### config.mk
export PLATFORM = sky130hd
export DESIGN_NAME = output_blink_sequence_engine
export DESIGN_NICKNAME = d
export VERILOG_FILES = /design/src/rtl/core/obse_pkg.sv /design/src/rtl/core/obse_ram.sv /design/src/rtl/core/output_blink_sequence_engine.sv
export SDC_FILE = /design/constraint.sdc
export NUM_CORES = 1
export LEC_CHECK = 0
export BUFFER_PORTS_ARGS = -buffer_cell sky130_fd_sc_hd__buf_2
export CAP_MARGIN = 10
export CORE_MARGIN = 1.5
export CORE_UTILIZATION = 45
export CTS_CLUSTER_DIAMETER = 80
export DETAILED_ROUTE_END_ITERATION = 8
export PLACE_DENSITY = 0.73
export SYNTH_ARGS = -nofsm -noshare
export SYNTH_HDL_FRONTEND = slang
export SYNTH_SLANG_ARGS = --single-unit
export TNS_END_PERCENT = 10
### constraint.sdc
create_clock -name i_clk -period 7 [get_ports i_clk]
set_clock_uncertainty 0.05 [all_clocks]
set_input_delay 0.7 -clock i_clk [delete_from_list [all_inputs] [get_ports i_clk]]
set_output_delay 0.7 -clock i_clk [all_outputs]
set_load 0.03 [all_outputs]
### src/rtl/core/obse_pkg.sv
// ----------------------------------------------------------------------------
// obse_pkg
// Shared codes for the output blink sequence engine: item modes, effect
// codes and the after-end selector values.
// ----------------------------------------------------------------------------
package obse_pkg;

    // item modes
    localparam logic [2:0] MODE_TICK  = 3'd0;
    localparam logic [2:0] MODE_ON    = 3'd1;
    localparam logic [2:0] MODE_OFF   = 3'd2;
    localparam logic [2:0] MODE_BLINK = 3'd3;
    localparam logic [2:0] MODE_SEQ   = 3'd4;
    localparam logic [2:0] MODE_WRITE = 3'd5;

    // effect codes, also shown on the effect state output
    localparam logic [1:0] EFF_OFF   = 2'd0;
    localparam logic [1:0] EFF_ON    = 2'd1;
    localparam logic [1:0] EFF_BLINK = 2'd2;
    localparam logic [1:0] EFF_SEQ   = 2'd3;

    // after-end selector; any other value repeats
    localparam logic [1:0] END_OFF = 2'd0;
    localparam logic [1:0] END_ON  = 2'd1;

    typedef logic [1:0] t_effect;

endpackage

### src/rtl/core/obse_ram.sv
// ----------------------------------------------------------------------------
// obse_ram
// Generic single-write, single-read RAM with registered read data.
// A read at the address being written returns the old contents.
// ----------------------------------------------------------------------------
module obse_ram #(
    parameter int WIDTH = 16,
    parameter int DEPTH = 16
) (
    input  logic                     i_clk,
    input  logic                     i_we,
    input  logic [$clog2(DEPTH)-1:0] i_waddr,
    input  logic [WIDTH-1:0]         i_wdata,
    input  logic [$clog2(DEPTH)-1:0] i_raddr,
    output logic [WIDTH-1:0]         o_rdata
);

    logic [WIDTH-1:0] r_mem [DEPTH];
    logic [WIDTH-1:0] r_rdata;

    // write port and registered read port
    always_ff @(posedge i_clk) begin
        if (i_we) begin
            r_mem[i_waddr] <= i_wdata;
        end
        r_rdata <= r_mem[i_raddr];
    end

    assign o_rdata = r_rdata;

endmodule

### src/rtl/core/output_blink_sequence_engine.sv
// ----------------------------------------------------------------------------
// output_blink_sequence_engine
// Drives one output pin through steady, blink and timed sequence effects.
// ----------------------------------------------------------------------------
// Usage:
//   Input channel (i_in_valid / o_in_ready) carries one beat per item: a tick
//   with elapsed time, an on/off command, a blink start, a sequence start or
//   a sequence table write. Output channel (o_out_valid / i_out_ready)
//   returns one beat per input beat: the pin level and effect code after
//   that item, in input order.
//   The result is registered at accept. Throughput is one item per cycle
//   while o_in_ready is high: all state updates for an item are done in
//   the accept cycle, and the sequence table RAM is prefetched at the step
//   the next tick will use, with a bypass for a write to that same entry.
//   The blink length multiply happens in the accept cycle of a blink start.
//   A two-entry output stage (result register plus skid register) lets one
//   more beat in while a result waits; o_in_ready drops only when both are
//   full, and rises again after the receiver takes a beat.
//   Reset (i_rst_n low, synchronous) sets the effect to off with the pin low
//   and empties the output stage. Sequence table contents are not reset and
//   must be written before a sequence uses them.
// ----------------------------------------------------------------------------
module output_blink_sequence_engine #(
    parameter int SEQ_DEPTH  = 16,
    parameter int TIME_WIDTH = 16
) (
    input  logic                  i_clk,
    input  logic                  i_rst_n,
    // input channel
    input  logic                  i_in_valid,
    output logic                  o_in_ready,
    input  logic [2:0]            i_mode,
    input  logic [TIME_WIDTH-1:0] i_step_time,
    input  logic [TIME_WIDTH-1:0] i_half_period,
    input  logic [TIME_WIDTH-1:0] i_duration,
    input  logic                  i_duration_is_count,
    input  logic [1:0]            i_after_end,
    input  logic [4:0]            i_seq_length,
    input  logic [3:0]            i_entry_index,
    input  logic [TIME_WIDTH-1:0] i_entry_value,
    // output channel
    output logic                  o_out_valid,
    input  logic                  i_out_ready,
    output logic                  o_pin_level,
    output logic [1:0]            o_effect_state
);

    localparam int TW = TIME_WIDTH;
    localparam int EW = TIME_WIDTH + 1;
    localparam int RW = 2 * TIME_WIDTH;
    localparam int AW = $clog2(SEQ_DEPTH);
    localparam int IW = $clog2(SEQ_DEPTH + 1);
    localparam logic [EW-1:0] ELAPSED_MAX = {EW{1'b1}};

    // effect state
    obse_pkg::t_effect r_effect, n_effect;
    obse_pkg::t_effect r_end_target, n_end_target;
    logic [EW-1:0] r_elapsed, n_elapsed;
    logic [RW-1:0] r_remaining, n_remaining;
    logic [IW-1:0] r_step_index, n_step_index;
    logic          r_pin, n_pin;
    logic [TW-1:0] r_blink_half, n_blink_half;
    logic [IW-1:0] r_seq_count, n_seq_count;
    logic          r_entry0_nz, n_entry0_nz;

    // output stage
    logic          r_out_valid, r_skid_valid;
    logic          r_out_pin, r_skid_pin;
    logic [1:0]    r_out_effect, r_skid_effect;

    // table access
    logic          r_fwd_hit;
    logic [TW-1:0] r_fwd_data;
    logic [TW-1:0] ram_rdata;
    logic [TW-1:0] step_len;
    logic          tbl_we;
    logic [AW-1:0] tbl_waddr;
    logic [AW-1:0] tbl_raddr;
    logic [AW-1:0] cur_idx;

    logic          in_fire;
    logic          out_fire;
    logic [EW:0]   elapsed_sum;
    logic [EW-1:0] elapsed_add;
    logic [IW-1:0] seq_next;
    logic [31:0]   len_clamp;

    assign in_fire  = i_in_valid && o_in_ready;
    assign out_fire = r_out_valid && i_out_ready;

    // step time added to elapsed, saturating
    assign elapsed_sum = {1'b0, r_elapsed} + (EW + 1)'(i_step_time);
    assign elapsed_add = elapsed_sum[EW] ? ELAPSED_MAX : elapsed_sum[EW-1:0];

    // current sequence step, held at the last entry
    assign cur_idx  = (32'(r_step_index) >= 32'(SEQ_DEPTH)) ? AW'(SEQ_DEPTH - 1)
                                                           : AW'(r_step_index);
    assign seq_next = IW'(cur_idx) + IW'(1);
    assign step_len = r_fwd_hit ? r_fwd_data : ram_rdata;

    // sequence length clamped into 1..SEQ_DEPTH
    always_comb begin
        len_clamp = 32'(i_seq_length);
        if (len_clamp == 32'd0) begin
            len_clamp = 32'd1;
        end
        if (len_clamp > 32'(SEQ_DEPTH)) begin
            len_clamp = 32'(SEQ_DEPTH);
        end
    end

    // table write from a write item inside the table
    assign tbl_we    = in_fire && (i_mode == obse_pkg::MODE_WRITE) &&
                       (32'(i_entry_index) < 32'(SEQ_DEPTH));
    assign tbl_waddr = AW'(32'(i_entry_index));

    // next state for the accepted item
    always_comb begin
        n_effect     = r_effect;
        n_end_target = r_end_target;
        n_elapsed    = r_elapsed;
        n_remaining  = r_remaining;
        n_step_index = r_step_index;
        n_pin        = r_pin;
        n_blink_half = r_blink_half;
        n_seq_count  = r_seq_count;
        n_entry0_nz  = r_entry0_nz;
        if (in_fire) begin
            case (i_mode)
                obse_pkg::MODE_TICK: begin
                    case (r_effect)
                        obse_pkg::EFF_BLINK: begin
                            n_elapsed = elapsed_add;
                            if ((r_end_target != obse_pkg::EFF_BLINK) &&
                                (RW'(i_step_time) >= r_remaining)) begin
                                // blink done: pin holds, effect falls through
                                n_remaining  = '0;
                                n_effect     = r_end_target;
                                n_step_index = '0;
                            end else begin
                                if (r_end_target != obse_pkg::EFF_BLINK) begin
                                    n_remaining = r_remaining - RW'(i_step_time);
                                end
                                if (elapsed_add >= EW'(r_blink_half)) begin
                                    n_step_index = r_step_index ^ IW'(1);
                                    n_elapsed    = elapsed_add - EW'(r_blink_half);
                                    n_pin        = ~r_step_index[0];
                                end
                            end
                        end
                        obse_pkg::EFF_SEQ: begin
                            n_elapsed = elapsed_add;
                            if (elapsed_add > EW'(step_len)) begin
                                n_elapsed = elapsed_add - EW'(step_len);
                                if (seq_next >= r_seq_count) begin
                                    // sequence done: wrap or fall to end effect
                                    n_effect     = r_end_target;
                                    n_step_index = '0;
                                    if (r_entry0_nz) begin
                                        n_pin = 1'b1;
                                    end
                                end else begin
                                    n_step_index = seq_next;
                                    n_pin        = ~seq_next[0];
                                end
                            end
                        end
                        default: begin
                            // steady on/off: settle the pin once
                            if (r_step_index == '0) begin
                                n_pin        = (r_effect == obse_pkg::EFF_ON);
                                n_step_index = IW'(1);
                            end
                        end
                    endcase
                end
                obse_pkg::MODE_ON, obse_pkg::MODE_OFF: begin
                    n_effect     = (i_mode == obse_pkg::MODE_ON) ? obse_pkg::EFF_ON
                                                                 : obse_pkg::EFF_OFF;
                    n_end_target = n_effect;
                    n_pin        = (i_mode == obse_pkg::MODE_ON);
                    n_step_index = '0;
                end
                obse_pkg::MODE_BLINK: begin
                    n_effect = obse_pkg::EFF_BLINK;
                    case (i_after_end)
                        obse_pkg::END_OFF: n_end_target = obse_pkg::EFF_OFF;
                        obse_pkg::END_ON:  n_end_target = obse_pkg::EFF_ON;
                        default:           n_end_target = obse_pkg::EFF_BLINK;
                    endcase
                    n_blink_half = i_half_period;
                    n_remaining  = i_duration_is_count ?
                                   RW'(i_duration) * RW'(i_half_period) :
                                   RW'(i_duration);
                    n_step_index = '0;
                    n_elapsed    = EW'(i_half_period);
                end
                obse_pkg::MODE_SEQ: begin
                    n_effect = obse_pkg::EFF_SEQ;
                    case (i_after_end)
                        obse_pkg::END_OFF: n_end_target = obse_pkg::EFF_OFF;
                        obse_pkg::END_ON:  n_end_target = obse_pkg::EFF_ON;
                        default:           n_end_target = obse_pkg::EFF_SEQ;
                    endcase
                    n_elapsed    = '0;
                    n_step_index = '0;
                    n_seq_count  = IW'(len_clamp);
                    if (r_entry0_nz) begin
                        n_pin = 1'b1;
                    end
                end
                obse_pkg::MODE_WRITE: begin
                    if (tbl_we && (tbl_waddr == '0)) begin
                        n_entry0_nz = (i_entry_value != '0);
                    end
                end
                default: begin
                    // unused modes leave everything unchanged
                end
            endcase
        end
    end

    // prefetch the entry the next tick will compare against
    assign tbl_raddr = (32'(n_step_index) >= 32'(SEQ_DEPTH)) ? AW'(SEQ_DEPTH - 1)
                                                            : AW'(n_step_index);

    obse_ram #(
        .WIDTH (TW),
        .DEPTH (SEQ_DEPTH)
    ) u_seq_ram (
        .i_clk   (i_clk),
        .i_we    (tbl_we),
        .i_waddr (tbl_waddr),
        .i_wdata (i_entry_value),
        .i_raddr (tbl_raddr),
        .o_rdata (ram_rdata)
    );

    // bypass a write that lands on the entry being prefetched
    always_ff @(posedge i_clk) begin
        if (!i_rst_n) begin
            r_fwd_hit <= 1'b0;
        end else begin
            r_fwd_hit <= tbl_we && (tbl_waddr == tbl_raddr);
        end
        r_fwd_data <= i_entry_value;
    end

    // effect state registers
    always_ff @(posedge i_clk) begin
        if (!i_rst_n) begin
            r_effect     <= obse_pkg::EFF_OFF;
            r_end_target <= obse_pkg::EFF_OFF;
            r_elapsed    <= '0;
            r_remaining  <= '0;
            r_step_index <= IW'(1);
            r_pin        <= 1'b0;
            r_blink_half <= '0;
            r_seq_count  <= '0;
        end else begin
            r_effect     <= n_effect;
            r_end_target <= n_end_target;
            r_elapsed    <= n_elapsed;
            r_remaining  <= n_remaining;
            r_step_index <= n_step_index;
            r_pin        <= n_pin;
            r_blink_half <= n_blink_half;
            r_seq_count  <= n_seq_count;
        end
        r_entry0_nz <= n_entry0_nz;
    end

    // result register plus skid register
    always_ff @(posedge i_clk) begin
        if (!i_rst_n) begin
            r_out_valid  <= 1'b0;
            r_skid_valid <= 1'b0;
        end else begin
            if (out_fire) begin
                if (r_skid_valid) begin
                    r_out_valid  <= 1'b1;
                    r_skid_valid <= 1'b0;
                end else begin
                    r_out_valid <= in_fire;
                end
            end else if (in_fire) begin
                if (r_out_valid) begin
                    r_skid_valid <= 1'b1;
                end else begin
                    r_out_valid <= 1'b1;
                end
            end
        end
        // payload moves with the valid bits above
        if (out_fire) begin
            if (r_skid_valid) begin
                r_out_pin    <= r_skid_pin;
                r_out_effect <= r_skid_effect;
            end else begin
                r_out_pin    <= n_pin;
                r_out_effect <= n_effect;
            end
        end else if (in_fire) begin
            if (r_out_valid) begin
                r_skid_pin    <= n_pin;
                r_skid_effect <= n_effect;
            end else begin
                r_out_pin    <= n_pin;
                r_out_effect <= n_effect;
            end
        end
    end

    assign o_in_ready     = !r_skid_valid;
    assign o_out_valid    = r_out_valid;
    assign o_pin_level    = r_out_pin;
    assign o_effect_state = r_out_effect;

endmodule

==> out/summary.json <==
{
  "setup_path": {
    "cp_max_fo": 9,
    "timing.critical_path.from": "i_half_period[6]",
    "setup.reg_to_reg.worst_slack_ns": 0.65,
    "worstPathArrival_ns": 6.92,
    "start_kind": "input pin",
    "critical_path.reg2reg.startpoint": "r_elapsed[0]",
    "worst-endpoint-required_ns": 7.36,
    "crit_end": "r_remaining[31]",
    "worst_setup_path_end_kind": "flop",
    "critical_path.reg2reg.endpoint": "u_seq_ram.o_rdata[8]",
    "path_class": "input pin to flop",
    "r2r.worst_path.cells": 28
  },
  "clock_tree": {
    "h-tree-depth": 2,
    "ctsHoldBuffers": 0,
    "cts_tree": "yes",
    "clock_tree_buffer_depth": 3,
    "clkSinkCount": 378,
    "clock_insertion_delay_worst_skew_ns": 0.59,
    "cts.reportedPaths.clkPinSlew_ns": 0.06,
    "number_of_post_cts_setup_repair_buffers": 0,
    "cts_buffers": 41,
    "cts_root_buffer": "sky130_fd_sc_hd__clkbuf_16"
  },
  "synthesis": {
    "syn-num-nets": 3087,
    "netlist_instances": 2634,
    "ys_ff_latch": 378,
    "synth_flop_cell": "sky130_fd_sc_hd__edfxtp_1",
    "yosys_warnings": 0,
    "synthTopCellsByArea": "sky130_fd_sc_hd__edfxtp_1, sky130_fd_sc_hd__fa_1, sky130_fd_sc_hd__dfxtp_1, sky130_fd_sc_hd__ha_1, sky130_fd_sc_hd__nand2_1",
    "synth.cell_area_mm2": 0.0270,
    "seq_area_frac_synth_pct": 37.8,
    "synth_edf_count": 263,
    "synth.largest_area_cell": "sky130_fd_sc_hd__edfxtp_1",
    "syn_area_per_cell_um2": 10.2,
    "synth_cell_types": 86,
    "ys_async_sr_fraction_pct": 0,
    "synth_top_area_share_pct": 29.3
  },
  "detailed_routing": {
    "number_of_remaining_drc_errors": 22,
    "route.vias.total": 21000,
    "postRouteWirelength_mm": 73.5,
    "vias_per_cell": 5.86,
    "antenna_left": 0,
    "starting_drc_count_in_detailed_routing": 1803,
    "first_pass_iters": 8,
    "routedWlPerCell_um": 20.5
  },
  "sta": {
    "final-max-slew-violation-count": 0,
    "slew-limit-headroom_pct": 23.9,
    "tightestPinTransition_ns": 1.13,
    "timing.setup.tns_ns": 0,
    "final_min_period_over_clock_period_pct": 93.7,
    "fin_hold_ws_ns": 0.349,
    "final.min_clock_period_ns": 6.56,
    "postLayoutSetupSlackWorst_ns": 0.441,
    "rsz0062_at_grt": "false",
    "final_hold_viol_count": 0,
    "fmax_achieved_ghz": 0.152,
    "count_of_endpoints_failing_setup_in_the_final_report": 0
  },
  "power_and_ir_drop": {
    "peakVddDrop_uv": 381,
    "power_density_mw_per_mm2": 351,
    "cellInternalPower_uw": 6240,
    "share_clk_of_total_power_pct": 19.5,
    "design_power_total_uw": 10600,
    "power_frac_comb_pct": 57.5,
    "p_seq_share_pct": 23.0,
    "net-switching-power_uw": 4410,
    "power_switching_share_pct": 41.4,
    "cellLeakagePower_uw": 0.0125
  },
  "floorplanning": {
    "design.portCount": 88,
    "starting_density_of_the_core_pct": 45.7,
    "die_width_um": 248,
    "core_area_mm2": 0.0591,
    "floorplan.die.height_um": 248,
    "die_area_mm2": 0.0615,
    "rows": 89
  },
  "global_route": {
    "number_of_global_route_vias_before_repair": 21600,
    "grt_max_degree": 46,
    "grt_antenna_before_repair": 7,
    "globalRouteOverflowTotal": 0,
    "grt_first_pass_wirelength_mm": 117,
    "groute.usage.overall_pct": 24.3
  },
  "final_layout": {
    "multi_input_comb_area_mm2": 0.0152,
    "fillCellCount": 5221,
    "fraction_of_layout_cells_with_a_size_suffix_above_1_pct": 12.2,
    "fin_area_mm2": 0.0303,
    "seq_area_mm2": 0.0102,
    "final_nets": 3226,
    "area.growth.synth_to_final_pct": 12.3
  },
  "place": {
    "detailedPlace.worstSlack_ns": -0.288,
    "port-buffer-count": 87,
    "post_dp_cell_area_mm2": 0.0290,
    "place_congestion": 0.929,
    "hpwlAfterDp_mm": 55.7
  },
  "run": {
    "maxCapViolCount": 0
  },
  "outcome": {
    "failed_checks": "DRC",
    "status": "complete, but fails checks"
  },
  "min_path": {
    "whs_path_depth": 1,
    "hold_path_class": "input pin to flop"
  }
}
-- through the flow --
step                util [%]  cells
floorplan                  -   2634
global placement        49.0   3503
detailed placement      49.0   3503
CTS                     51.2   3574
global route            51.3   3575
finish                  51.3   3578
-- routing by layer --
layer	routed length [um]	vias up	global-route usage (%)	share of wire (%)
met5	41	-	0	0.056
li1	-	9519	-	-
met1	28900	10500	30.2	39
met4	2360	8	8.65	3.2
met2	36900	811	42.7	50
met3	5300	171	3.86	7.2
-- layout make-up --
cell class	instances	share of cell area (%)
multi-input combinational	1845	50.2
sequential	378	33.6
timing repair buffer	220	5.10
clock buffer	58	3.80
inverter	287	3.55
tap	773	3.19
clock inverter	13	0.470
antenna	4	0.0330
-- critical path: stages --
cell and delay, ns:
sky130_fd_sc_hd__buf_2 0.30, sky130_fd_sc_hd__buf_4 0.22, sky130_fd_sc_hd__nand2_1 0.09, sky130_fd_sc_hd__fa_1 0.53
sky130_fd_sc_hd__fa_1 0.51, sky130_fd_sc_hd__inv_1 0.08, sky130_fd_sc_hd__ha_1 0.14, sky130_fd_sc_hd__inv_1 0.06
sky130_fd_sc_hd__fa_1 0.54, sky130_fd_sc_hd__inv_1 0.05, sky130_fd_sc_hd__ha_1 0.26, sky130_fd_sc_hd__inv_1 0.06
sky130_fd_sc_hd__fa_1 0.53, sky130_fd_sc_hd__inv_1 0.04, sky130_fd_sc_hd__ha_1 0.20, sky130_fd_sc_hd__or4_1 0.52
sky130_fd_sc_hd__a21oi_1 0.26, sky130_fd_sc_hd__o311ai_1 0.24, sky130_fd_sc_hd__nand4_1 0.16, sky130_fd_sc_hd__o2111ai_1 0.13
sky130_fd_sc_hd__a31oi_1 0.28, sky130_fd_sc_hd__nor2b_1 0.08, sky130_fd_sc_hd__o21a_1 0.22, sky130_fd_sc_hd__o41ai_2 0.26
sky130_fd_sc_hd__o21ai_0 0.17, sky130_fd_sc_hd__xnor2_1 0.18, sky130_fd_sc_hd__o22ai_1 0.10
-- placed cells by master, fill, tap and decap left out, types with 13 or more instances in the layout --
master	instances
sky130_fd_sc_hd__nor2b_1	14
sky130_fd_sc_hd__buf_2	87
sky130_fd_sc_hd__xnor2_1	51
sky130_fd_sc_hd__mux2_1	16
sky130_fd_sc_hd__nor3_1	31
sky130_fd_sc_hd__a222oi_1	15
sky130_fd_sc_hd__nand3_1	27
sky130_fd_sc_hd__nor2_1	121
sky130_fd_sc_hd__o31ai_1	22
sky130_fd_sc_hd__buf_4	124
sky130_fd_sc_hd__inv_1	286
sky130_fd_sc_hd__a31oi_1	15
sky130_fd_sc_hd__clkbuf_16	42
sky130_fd_sc_hd__o21ai_0	117
sky130_fd_sc_hd__a22oi_1	14
sky130_fd_sc_hd__a21o_1	36
sky130_fd_sc_hd__nand4_1	13
sky130_fd_sc_hd__fa_1	198
sky130_fd_sc_hd__mux2i_1	48
sky130_fd_sc_hd__or3_1	13
sky130_fd_sc_hd__a221oi_1	32
sky130_fd_sc_hd__o211ai_1	25
sky130_fd_sc_hd__edfxtp_1	263
sky130_fd_sc_hd__and2_1	91
sky130_fd_sc_hd__o21a_1	18
sky130_fd_sc_hd__xor2_1	29
sky130_fd_sc_hd__o22ai_1	20
sky130_fd_sc_hd__ha_1	172
sky130_fd_sc_hd__o22a_1	14
sky130_fd_sc_hd__nand2b_1	20
sky130_fd_sc_hd__a221o_1	16
sky130_fd_sc_hd__a21oi_1	155
sky130_fd_sc_hd__nand2_1	312
sky130_fd_sc_hd__dfxtp_1	115
sky130_fd_sc_hd__mux2_2	38
-- flip-flops by register name, summed over array words and instances, names as in the netlist, 5 cells and up --
register and flops:
r_remaining 32, r_fwd_data 16, u_seq_ram.r_mem 256, r_step_index 5, r_blink_half 16, r_seq_count 5
u_seq_ram.o_rdata 16, r_elapsed 17
-- worst min-delay path by stage --
stage	from	to	slack [ns]
floorplan	r_blink_half[10]	r_blink_half[10]	0.39
global placement	r_blink_half[14]	r_blink_half[14]	0.40
detailed placement	r_blink_half[3]	r_blink_half[3]	0.40
CTS	i_entry_value[6]	r_fwd_data[6]	0.33
global route	i_entry_value[6]	r_fwd_data[6]	0.35
finish	i_entry_value[6]	r_fwd_data[6]	0.35
-- cell usage after synthesis, types with 18 or more instances --
library cell,number
sky130_fd_sc_hd__clkbuf_1,98
sky130_fd_sc_hd__mux2_2,38
sky130_fd_sc_hd__a21oi_1,155
sky130_fd_sc_hd__o31ai_1,23
sky130_fd_sc_hd__mux2i_1,48
sky130_fd_sc_hd__o22ai_1,20
sky130_fd_sc_hd__nand3_1,27
sky130_fd_sc_hd__fa_1,198
sky130_fd_sc_hd__inv_1,286
sky130_fd_sc_hd__nor2_1,121
sky130_fd_sc_hd__o21ai_0,117
sky130_fd_sc_hd__nand2b_1,20
sky130_fd_sc_hd__dfxtp_1,115
sky130_fd_sc_hd__nand2_1,312
sky130_fd_sc_hd__a21o_1,36
sky130_fd_sc_hd__xnor2_1,51
sky130_fd_sc_hd__o21a_1,18
sky130_fd_sc_hd__and2_1,91
sky130_fd_sc_hd__edfxtp_1,263
sky130_fd_sc_hd__ha_1,172
sky130_fd_sc_hd__o211ai_1,25
sky130_fd_sc_hd__nor3_1,35
sky130_fd_sc_hd__a221oi_1,32
sky130_fd_sc_hd__xor2_1,29
-- power by group through the flow --
stage	registers, uW	logic (uW)	clock network [uW]
detailed placement	2500	6020	0
CTS	2450	6090	2110
global route	2460	6870	2190
global placement	2500	5880	0
floorplan	2500	4420	0
finish	2450	6120	2070
-- cells by family after synthesis --
family                   after synthesis  share of synthesized area, %
AND/OR/NAND/NOR                      700                          12.2
AO/OA/AOI/OAI                        591                          14.7
buffers and inverters                411                          5.98
flip-flops                           378                          37.8
adder cells (fa/ha/maj)              372                          22.7
multiplexers                         102                          4.03
XOR/XNOR                              80                          2.60
-- what timing repair did --
action	4_1_cts	5_1_grt
resized for setup	0	3
endpoints found under the setup margin	0	3
hold endpoints to repair	0	0
No activity file was read; power rests on OpenSTA's default activity.
